==> src/design/fqs_pkg.sv <==
package fqs_pkg;

	// default queue depth
	localparam int DEPTH_DEF = 16;

	// stream payload widths, rounded up to whole bytes
	localparam int CMD_W       = 2;
	localparam int VAL_W       = 32;
	localparam int STATUS_W    = 2;
	localparam int OCC_W       = 5;
	localparam int IN_RAW_W    = CMD_W + VAL_W;
	localparam int IN_TDATA_W  = ((IN_RAW_W + 7) / 8) * 8;
	localparam int OUT_RAW_W   = STATUS_W + 1 + VAL_W + OCC_W + 1;
	localparam int OUT_TDATA_W = ((OUT_RAW_W + 7) / 8) * 8;

	// command codes
	typedef enum logic [CMD_W-1:0] {
		CMD_PUSH   = 2'd0,
		CMD_POP    = 2'd1,
		CMD_SEARCH = 2'd2
	} cmd_t;

	// result status codes
	typedef enum logic [STATUS_W-1:0] {
		STAT_OK    = 2'd0,
		STAT_FULL  = 2'd1,
		STAT_EMPTY = 2'd2
	} status_t;

	// controller states
	typedef enum logic [2:0] {
		S_IDLE,
		S_EXEC,
		S_SCAN,
		S_HREAD,
		S_HWAIT
	} state_t;

	// controller to datapath
	typedef struct packed {
		logic ld_in;      // capture the incoming transfer
		logic exec;       // apply push / pop, arm the search
		logic scan_step;  // read one held entry for the search
		logic ld_out;     // load the result register
	} dp_cmd_t;

	// datapath to controller
	typedef struct packed {
		logic is_search;  // latched command is a search
		logic cnt_zero;   // queue holds nothing
		logic scan_last;  // this scan step reads the last held entry
		logic out_free;   // result register can take a new result
	} dp_stat_t;

endpackage

==> src/design/fqs_ctrl.sv <==
module fqs_ctrl (
	input  logic              clk,
	input  logic              arst_n,
	input  logic              s_tvalid,
	output logic              s_tready,
	input  fqs_pkg::dp_stat_t stat,
	output fqs_pkg::dp_cmd_t  cmd
);

	fqs_pkg::state_t state_q, state_nxt;

	// state register
	always_ff @(posedge clk or negedge arst_n) begin
		if (!arst_n) begin
			state_q <= fqs_pkg::S_IDLE;
		end else begin
			state_q <= state_nxt;
		end
	end

	// next state
	always_comb begin
		state_nxt = state_q;
		case (state_q)
			fqs_pkg::S_IDLE: begin
				if (s_tvalid) state_nxt = fqs_pkg::S_EXEC;
			end
			fqs_pkg::S_EXEC: begin
				if (stat.is_search && !stat.cnt_zero) state_nxt = fqs_pkg::S_SCAN;
				else state_nxt = fqs_pkg::S_HREAD;
			end
			fqs_pkg::S_SCAN: begin
				if (stat.scan_last) state_nxt = fqs_pkg::S_HREAD;
			end
			fqs_pkg::S_HREAD: begin
				state_nxt = fqs_pkg::S_HWAIT;
			end
			fqs_pkg::S_HWAIT: begin
				if (stat.out_free) state_nxt = fqs_pkg::S_IDLE;
			end
			default: begin
				state_nxt = fqs_pkg::S_IDLE;
			end
		endcase
	end

	// outputs
	always_comb begin
		s_tready      = 1'b0;
		cmd           = '0;
		case (state_q)
			fqs_pkg::S_IDLE: begin
				s_tready  = 1'b1;
				cmd.ld_in = s_tvalid;
			end
			fqs_pkg::S_EXEC: begin
				cmd.exec = 1'b1;
			end
			fqs_pkg::S_SCAN: begin
				cmd.scan_step = 1'b1;
			end
			fqs_pkg::S_HREAD: begin
				cmd = '0;
			end
			fqs_pkg::S_HWAIT: begin
				cmd.ld_out = stat.out_free;
			end
			default: begin
				cmd = '0;
			end
		endcase
	end

endmodule

==> src/design/fqs_dp.sv <==
module fqs_dp #(
	parameter int DEPTH = fqs_pkg::DEPTH_DEF
) (
	input  logic                            clk,
	input  logic                            arst_n,
	input  logic [fqs_pkg::IN_TDATA_W-1:0]  s_tdata,
	output logic                            m_tvalid,
	input  logic                            m_tready,
	output logic [fqs_pkg::OUT_TDATA_W-1:0] m_tdata,
	input  fqs_pkg::dp_cmd_t                cmd,
	output fqs_pkg::dp_stat_t               stat
);

	localparam int AW = (DEPTH > 1) ? $clog2(DEPTH) : 1;
	localparam int CW = $clog2(DEPTH + 1);

	logic [fqs_pkg::VAL_W-1:0]       mem [DEPTH];
	logic [fqs_pkg::VAL_W-1:0]       rd_q;
	logic [AW-1:0]                   rd_addr;

	logic [fqs_pkg::CMD_W-1:0]       cmd_q;
	logic [fqs_pkg::VAL_W-1:0]       val_q;
	logic [AW-1:0]                   head_q, tail_q, idx_q;
	logic [CW-1:0]                   cnt_q, left_q;
	logic                            cmp_vld_s1;
	logic                            found_q;
	fqs_pkg::status_t                status_q;
	logic                            out_vld_q;
	logic [fqs_pkg::OUT_TDATA_W-1:0] out_data_q;

	logic                            full, push_ok;
	logic [AW-1:0]                   head_nxt, tail_nxt, idx_nxt;
	logic [fqs_pkg::VAL_W-1:0]       head_val;
	logic [fqs_pkg::OUT_RAW_W-1:0]   res_raw;

	// ring index increments
	assign head_nxt = (head_q == AW'(DEPTH - 1)) ? '0 : head_q + 1'b1;
	assign tail_nxt = (tail_q == AW'(DEPTH - 1)) ? '0 : tail_q + 1'b1;
	assign idx_nxt  = (idx_q == AW'(DEPTH - 1)) ? '0 : idx_q + 1'b1;

	assign full    = (cnt_q == CW'(DEPTH));
	assign push_ok = cmd.exec && (fqs_pkg::cmd_t'(cmd_q) == fqs_pkg::CMD_PUSH) && !full;

	// single read port: scan walks idx, otherwise the head is read
	assign rd_addr = cmd.scan_step ? idx_q : head_q;

	// entry memory, one write and one registered read per cycle
	always_ff @(posedge clk) begin
		if (push_ok) mem[tail_q] <= val_q;
		rd_q <= mem[rd_addr];
	end

	// input capture
	always_ff @(posedge clk) begin
		if (cmd.ld_in) begin
			cmd_q <= s_tdata[fqs_pkg::CMD_W-1:0];
			val_q <= s_tdata[fqs_pkg::IN_RAW_W-1:fqs_pkg::CMD_W];
		end
	end

	// queue pointers, count and status
	always_ff @(posedge clk or negedge arst_n) begin
		if (!arst_n) begin
			head_q   <= '0;
			tail_q   <= '0;
			cnt_q    <= '0;
			status_q <= fqs_pkg::STAT_OK;
		end else if (cmd.exec) begin
			status_q <= fqs_pkg::STAT_OK;
			case (fqs_pkg::cmd_t'(cmd_q))
				fqs_pkg::CMD_PUSH: begin
					if (full) begin
						status_q <= fqs_pkg::STAT_FULL;
					end else begin
						tail_q <= tail_nxt;
						cnt_q  <= cnt_q + 1'b1;
					end
				end
				fqs_pkg::CMD_POP: begin
					if (cnt_q == '0) begin
						status_q <= fqs_pkg::STAT_EMPTY;
					end else begin
						head_q <= head_nxt;
						cnt_q  <= cnt_q - 1'b1;
					end
				end
				default: begin
					status_q <= fqs_pkg::STAT_OK;
				end
			endcase
		end
	end

	// search walk: issue one read per cycle, compare each entry in the cycle after its read
	always_ff @(posedge clk or negedge arst_n) begin
		if (!arst_n) begin
			idx_q      <= '0;
			left_q     <= '0;
			cmp_vld_s1 <= 1'b0;
			found_q    <= 1'b0;
		end else begin
			cmp_vld_s1 <= cmd.scan_step;
			if (cmd.exec) begin
				idx_q   <= head_q;
				left_q  <= cnt_q;
				found_q <= 1'b0;
			end else begin
				if (cmd.scan_step) begin
					idx_q  <= idx_nxt;
					left_q <= left_q - 1'b1;
				end
				if (cmp_vld_s1 && (rd_q == val_q)) found_q <= 1'b1;
			end
		end
	end

	// result assembly
	assign head_val = (cnt_q == '0) ? '0 : rd_q;
	assign res_raw  = {(cnt_q == '0), fqs_pkg::OCC_W'(cnt_q), head_val, found_q, status_q};

	always_ff @(posedge clk) begin
		if (cmd.ld_out) out_data_q <= fqs_pkg::OUT_TDATA_W'(res_raw);
	end

	always_ff @(posedge clk or negedge arst_n) begin
		if (!arst_n) begin
			out_vld_q <= 1'b0;
		end else if (cmd.ld_out) begin
			out_vld_q <= 1'b1;
		end else if (m_tready) begin
			out_vld_q <= 1'b0;
		end
	end

	assign m_tvalid = out_vld_q;
	assign m_tdata  = out_data_q;

	// status to controller
	assign stat.is_search = (fqs_pkg::cmd_t'(cmd_q) == fqs_pkg::CMD_SEARCH);
	assign stat.cnt_zero  = (cnt_q == '0);
	assign stat.scan_last = (left_q == CW'(1));
	assign stat.out_free  = !out_vld_q || m_tready;

endmodule

==> src/design/fifo_queue_with_search.sv <==
// Bounded FIFO of DEPTH signed 32-bit values with push, pop and a membership
// search. Each command yields one result: status (ok, push dropped on full,
// pop on empty), search hit flag, the head value after the command (zero when
// empty), the occupancy (low 5 bits of the count) and an empty flag. Entries
// live in a single-port-read RAM with registered output, so the head and every
// searched entry are fetched one per cycle: push, pop and unused codes pass
// through idle, execute, head-read and head-wait; a search adds one scan
// step per held entry. One finished result is held in an output register, so
// a stalled consumer only holds the block once a second result is ready.
module fifo_queue_with_search #(
	parameter int DEPTH = fqs_pkg::DEPTH_DEF
) (
	input  logic                            clk,
	input  logic                            arst_n,
	input  logic                            s_tvalid,
	output logic                            s_tready,
	// [1:0] cmd, [33:2] value, rest zero
	input  logic [fqs_pkg::IN_TDATA_W-1:0]  s_tdata,
	output logic                            m_tvalid,
	input  logic                            m_tready,
	// [1:0] status, [2] found, [34:3] head_value, [39:35] occupancy,
	// [40] is_empty, rest zero
	output logic [fqs_pkg::OUT_TDATA_W-1:0] m_tdata
);

	fqs_pkg::dp_cmd_t  dp_cmd;
	fqs_pkg::dp_stat_t dp_stat;

	fqs_ctrl u_ctrl (
		.clk      (clk),
		.arst_n   (arst_n),
		.s_tvalid (s_tvalid),
		.s_tready (s_tready),
		.stat     (dp_stat),
		.cmd      (dp_cmd)
	);

	fqs_dp #(
		.DEPTH (DEPTH)
	) u_dp (
		.clk      (clk),
		.arst_n   (arst_n),
		.s_tdata  (s_tdata),
		.m_tvalid (m_tvalid),
		.m_tready (m_tready),
		.m_tdata  (m_tdata),
		.cmd      (dp_cmd),
		.stat     (dp_stat)
	);

endmodule

==> config.mk <==
export PLATFORM = sky130hd
export DESIGN_NAME = fifo_queue_with_search
export DESIGN_NICKNAME = d
export VERILOG_FILES = /design/src/design/fqs_pkg.sv /design/src/design/fqs_ctrl.sv /design/src/design/fqs_dp.sv /design/src/design/fifo_queue_with_search.sv
export SDC_FILE = /design/constraint.sdc
export NUM_CORES = 1
export LEC_CHECK = 0
export BUFFER_PORTS_ARGS = -buffer_cell sky130_fd_sc_hd__buf_2
export CORE_MARGIN = 3
export CORE_UTILIZATION = 30
export DETAILED_ROUTE_END_ITERATION = 8
export GPL_TIMING_DRIVEN = 0
export HOLD_SLACK_MARGIN = 0.03
export PLACE_DENSITY_LB_ADDON = 0.08
export SLEW_MARGIN = 25
export SYNTH_ARGS = -nofsm -noshare
export SYNTH_HDL_FRONTEND = slang
export SYNTH_HIERARCHICAL = 1
export SYNTH_SLANG_ARGS = --single-unit
==> constraint.sdc <==
create_clock -name clk -period 3 [get_ports clk]
set_input_delay 0.6 -clock clk [delete_from_list [all_inputs] [get_ports clk]]
set_output_delay 0.6 -clock clk [all_outputs]
set_load 0.005 [all_outputs]
# Word-level counts from Yosys, hierarchy flattened
# Memory sizes are Yosys's and may differ from the RTL's. A register that Yosys moved wholly into a read port is not among the register bits.
# Cells that the tools add are included.
totals:
  ff_bits: 105
  latchBits: 0
  mem_bits_rw: 512
  mem_bits_ro: 0
  inputBits: 44
  memories: 1
memory_table:
  columns: ["name", "depth", "width", "rd", "rd_clocked_by_memory_dff", "wr", "line_no", "text"]
  rows:
  - ["u_dp.mem", 16, 32, 1, 1, 1, "fqs_dp.sv:17", "logic [fqs_pkg::VAL_W-1:0] mem [DEPTH];"]
classes:
  n_addsub: 6
  n_mul: 0
  div_mod_pow: 0
  magnitude_cmp: 0
  n_eq_ne: 17
  n_shift: 0
  n_mux: 30
  bitwise_logic: 2
  reduce_logical: 19
ops:
  columns: ["operator", "count"]
  rows:
  - ["$eq 32x32->1", 1]
  - ["$mux 4", 6]
  - ["$mux 5", 4]
  - ["$pmux 3 s5", 1]
  - ["$mux 1", 13]
  - ["$add 4x1->4 const B", 3]
  - ["$eq 4x4->1 const B", 3]
  - ["$pmux 5 s2", 1]
  - ["$sub 5x1->5 const B", 2]
  - ["$mux 3", 3]
  - ["$reduce_and 3->1", 3]
  - ["$ne 2x2->1 const B", 4]
  - ["$reduce_bool 2->1", 4]
  - ["$eq 3x2->1 const B", 2]
  - ["$add 5x1->5 const B", 1]
  - ["$eq 5x1->1 const B", 1]
  - ["$eq 5x5->1 const B", 1]
  - ["$logic_not 5->1", 1]
  - ["$logic_and 1x1->1", 4]
  - ["$pmux 2 s2", 1]
  - ["$reduce_and 4->1", 1]
  - ["$eq 3x1->1 const B", 1]
  - ["$eq 3x3->1 const B", 1]
  - ["$logic_not 1->1", 3]
  - ["other kinds (8)", 9]

# Logic depth before layout (Yosys ltp)
logic_depth:
  word_depth: 6
  depth_mapped: 8
  ltp_nobuf: 7

# Hierarchy
# The synthesis kept the hierarchy.
modules_own_cells:
  columns: ["module", "instances", "cells_each", "area_each_um2"]
  rows:
  - ["fqs_dp", 1, 1154, 24214.5]
  - ["fqs_ctrl", 1, 16, 173.9]

# Least setup slack after synthesis
# OpenSTA, ideal clock, no wires.
synth_path:
  path_kind: "flip-flop to flip-flop"
  start: "reg u_ctrl.state_q[2]"
  end: "mem u_dp/mem[8][0] in the netlist's numbering (enable)"
  setup_time_ps: 392
  t_arrival_ps: 2320
  required_time_ps: 2608
  slack_ps: 288
  stages_incl_launch_ff: 6
  n_path_buf: 1
  period_less_slack_ps: 2712
  cell_sequence: "dfrtp_1 > nor3b_1 > clkbuf_1 > nand3_1 > nor3b_1 > and2_1"
synth_rtl:
  columns: ["item", "line_no", "text"]
  rows:
  - ["start, declared", "fqs_ctrl.sv:10", "fqs_pkg::state_t state_q, state_nxt;"]
  - ["start signal, assigned", "fqs_ctrl.sv:15", "state_q <= fqs_pkg::S_IDLE;"]
  - ["start signal, assigned", "fqs_ctrl.sv:17", "state_q <= state_nxt;"]
  - ["end, declared", "fqs_dp.sv:17", null]

==> results by group <==
Run status
  – Status: finished clean

STA
  – Final setup vio count: 0
  – Setup ws final: 0.1430 ns
  – Minimum clock period: 2.857 ns
  – Pins Over Slew Limit: 0
  – Final Hold Fails: 0
  – Worst slew pin tran: 0.9871 ns
  – Clock Skew: 0.02159 ns
  – RSZ-0062 raised after global routing: yes
  – Relative max-transition margin: 0.3420
  – WHS: 0.05945 ns
  – Period utilization: 0.9523
  – FMAX: 0.3500 GHz

Logic synthesis
  – Post-synth top flop: edfxtp_1
  – Synth Register Bits: 649
  – Mapped Avg Cell Area: 20.84 µm²
  – YS warnings: 6
  – Number of enable flip-flop cells after synthesis: 587
  – Top cells by area, synth: edfxtp_1, mux4_2, dfrtp_1
  – Area leader, netlist: edfxtp_1
  – Cell area after synthesis: 24390 µm²
  – Area share of the largest cell type after synthesis: 0.7228
  – Post-Syn Instances: 1170
  – Top-count cell post-synth: edfxtp_1
  – Post-synthesis sequential area ratio: 0.7798
  – Post-synth top cells: edfxtp_1, mux4_2, nand2_1
  – Distinct cells, synth: 45
  – Post-synth ARST share: 0.04622

Clock tree
  – H-Tree Level Count: 3
  – Worst-Skew Late Latency: 0.61 ns
  – Post-CTS setup buffers: 0
  – Total CTS buffers: 76
  – # hold bufs at CTS: 0
  – # clock sinks: 649
  – Reg clk slew, reported paths: 0.06 ns
  – Max clock buf depth: 3
  – Clk root buf: clkbuf_16
  – CTS tree: done

Floorplanning
  – Core area: 79770 µm²
  – Cell Rows: 103
  – Initial Util: 0.3057
  – Total Die Area: 84750 µm²
  – Die H: 291.1 µm
  – IO Pins: 94
  – Die width: 291.1 µm

GRT
  – Global Route Usage Sum: 0.1536
  – Vias in the first global route: 12440
  – Gr ovfl total: 0
  – First-pass GRT wire length: 93440 µm
  – Initial antenna violation count: 0
  – Largest net degree at the start of global routing: 33

Min path
  – Worst min path class: primary input to async pin

Critical path
  – Kind of start point of the critical path: register
  – Worst EP required: 3.49 ns
  – Max FO, Critical Path: 10
  – Worst EP arrival: 3.34 ns
  – Worst Setup Path Type: register to register
  – Crit. End Element: register

Place
  – PortBufs: 80
  – HPWL after DPL: 39530 µm
  – Placed Cells incl. Taps: 2324
  – Final Wtd Congestion: 0.7185
  – Post-Place Worst Slack: -0.5921 ns
  – DP Area: 26540 µm²

Layout
  – Fraction of layout cells with a size suffix above 1: 0.2932
  – Multi-input gate area: 5207 µm²
  – Final Net Count: 1409
  – Layout Cells excl Fill: 2462
  – P&R area growth vs syn: 19.71%
  – Sequential Area: 19020 µm²
  – Non-Filler Cell Area, Final: 29200 µm²
  – ANT cells: 0
  – Filler Cell Count: 7374

Detailed routing
  – Routed wire length: 65190 µm
  – Drt first pass iters: 4
  – Via count: 11840
  – Avg WL per Cell: 26.48 µm
  – Iter 0 DRT Violations: 944
  – # DRC: 0
  – Vias per std cell: 4.810
  – Remaining antenna violation count after routing: 0

Pwr
  – Leak pwr: 9.630 nW
  – Power per cell area: 969.9 nW/µm²
  – Total chip power: 28.32 mW
  – Peak VDD IR: 384.5 µV

Run
  – MaxCap Viol Count: 0
==> through the flow <==
stage | utilization | setup TNS, ns
final | 0.3660 | 0
after global routing | 0.3660 | -0.05727
after CTS | 0.3648 | 0
after detailed placement | 0.3327 | -58.02
after global placement | 0.3275 | -742.44
after floorplan | - | 0
==> critical path, stage by stage (launching register included) <==
cell	delay (ns)
dfrtp_1	0.48
nor3b_4	0.25
buf_4	0.24
mux2i_1	0.34
buf_4	0.32
buf_2	0.36
mux4_2	0.36
a22oi_1	0.25
nand2_1	0.11
==> routing by layer <==
layer  vias up  GRT usage  share of wire
met4         0    0.03878          0.018
met3        92    0.03334          0.048
met2       280     0.2409           0.47
met1      6347     0.2177           0.46
met5         -          0              0
li1       5124          -              -
==> power breakdown <==
group / switching [mW] / internal (mW) / total (mW) / leakage (nW)
Clock: 3.67 / 5.33 / 9.00 / 1.18
Combinational: 4.04 / 3.36 / 7.40 / 2.50
Sequential: 0.872 / 11.1 / 11.9 / 5.95
Total: 8.58 / 19.7 / 28.3 / 9.63
==> state kept, by name, summed over array words and instances (netlist names), 4 cells and up <==
name          flops
u_dp/tail_q       4
u_dp/mem        512
u_dp/val_q       32
u_dp/m_tdata     41
u_dp/idx_q        4
u_dp/head_q       4
u_dp/cnt_q        5
u_dp/rd_q        32
u_dp/left_q       5
==> area by class of cell <==
cell class | count | share of cell area
Sequential cell | 649 | 0.6515
Multi-Input combinational cell | 461 | 0.1784
Clock buffer | 101 | 0.07264
Tap cell | 1050 | 0.04500
Timing Repair Buffer | 98 | 0.02614
Buffer | 58 | 0.01436
Clock inverter | 36 | 0.01089
Inverter | 9 | 0.001157
==> what timing repair did <==
action,4_1_cts,5_1_grt
endpoints found under the setup margin,316,314
gates cloned,0,1
pin swaps,0,0
gates resized for setup,61,34
==> cell families (layout without fill, tap and decap cells) <==
| kind of cell | count (synthesis) | in the layout | share of synthesized area |
|---|---|---|---|
| buffers and inverters | 67 | 302 | 0.01272 |
| multiplexers | 133 | 133 | 0.1204 |
| AND/OR/NAND/NOR | 163 | 164 | 0.03540 |
| flip-flops | 649 | 649 | 0.7798 |
| XOR/XNOR | 46 | 46 | 0.01652 |
| AO/OA/AOI/OAI | 99 | 99 | 0.02858 |
| adder cells (fa/ha/maj) | 12 | 12 | 0.006464 |
| other | 1 | 7 | 0.0001538 |
==> path summary, 6_finish.rpt <==
| path | slack [ns] | start | endpoint | cells after the start |
|---|---|---|---|---|
| worst max-delay path | 0.14 | u_ctrl/state_q[2] | u_dp/rd_q[15] | 8 |
| max in group asynchronous | 2.43 | arst_n | u_ctrl/state_q[1] | 1 |
| worst min-delay path | 0.06 | arst_n | u_dp/m_tvalid | 1 |
| min in group clk | 0.16 | s_tdata[17] | u_dp/val_q[15] | 1 |
| worst min register to register | 0.47 | u_dp/found_q | u_dp/m_tdata[2] | 0 |
| worst max register to register | 0.14 | u_ctrl/state_q[2] | u_dp/rd_q[15] | 8 |
==> placed cells by master, fill, tap and decap left out, types with 10 or more instances in the layout <==
master	instances
dfrtp_1	29
clkinv_2	12
buf_12	15
xor2_1	13
nand2_1	66
and2_4	18
clkbuf_1	32
clkbuf_16	80
dfxtp_1	32
mux4_2	128
buf_2	82
xnor2_1	33
clkinv_1	10
buf_4	15
and2_1	32
a22oi_1	63
ha_1	11
o21ai_0	13
edfxtp_1	587
buf_6	12
Note: power is estimated with default switching activity, not from simulation.
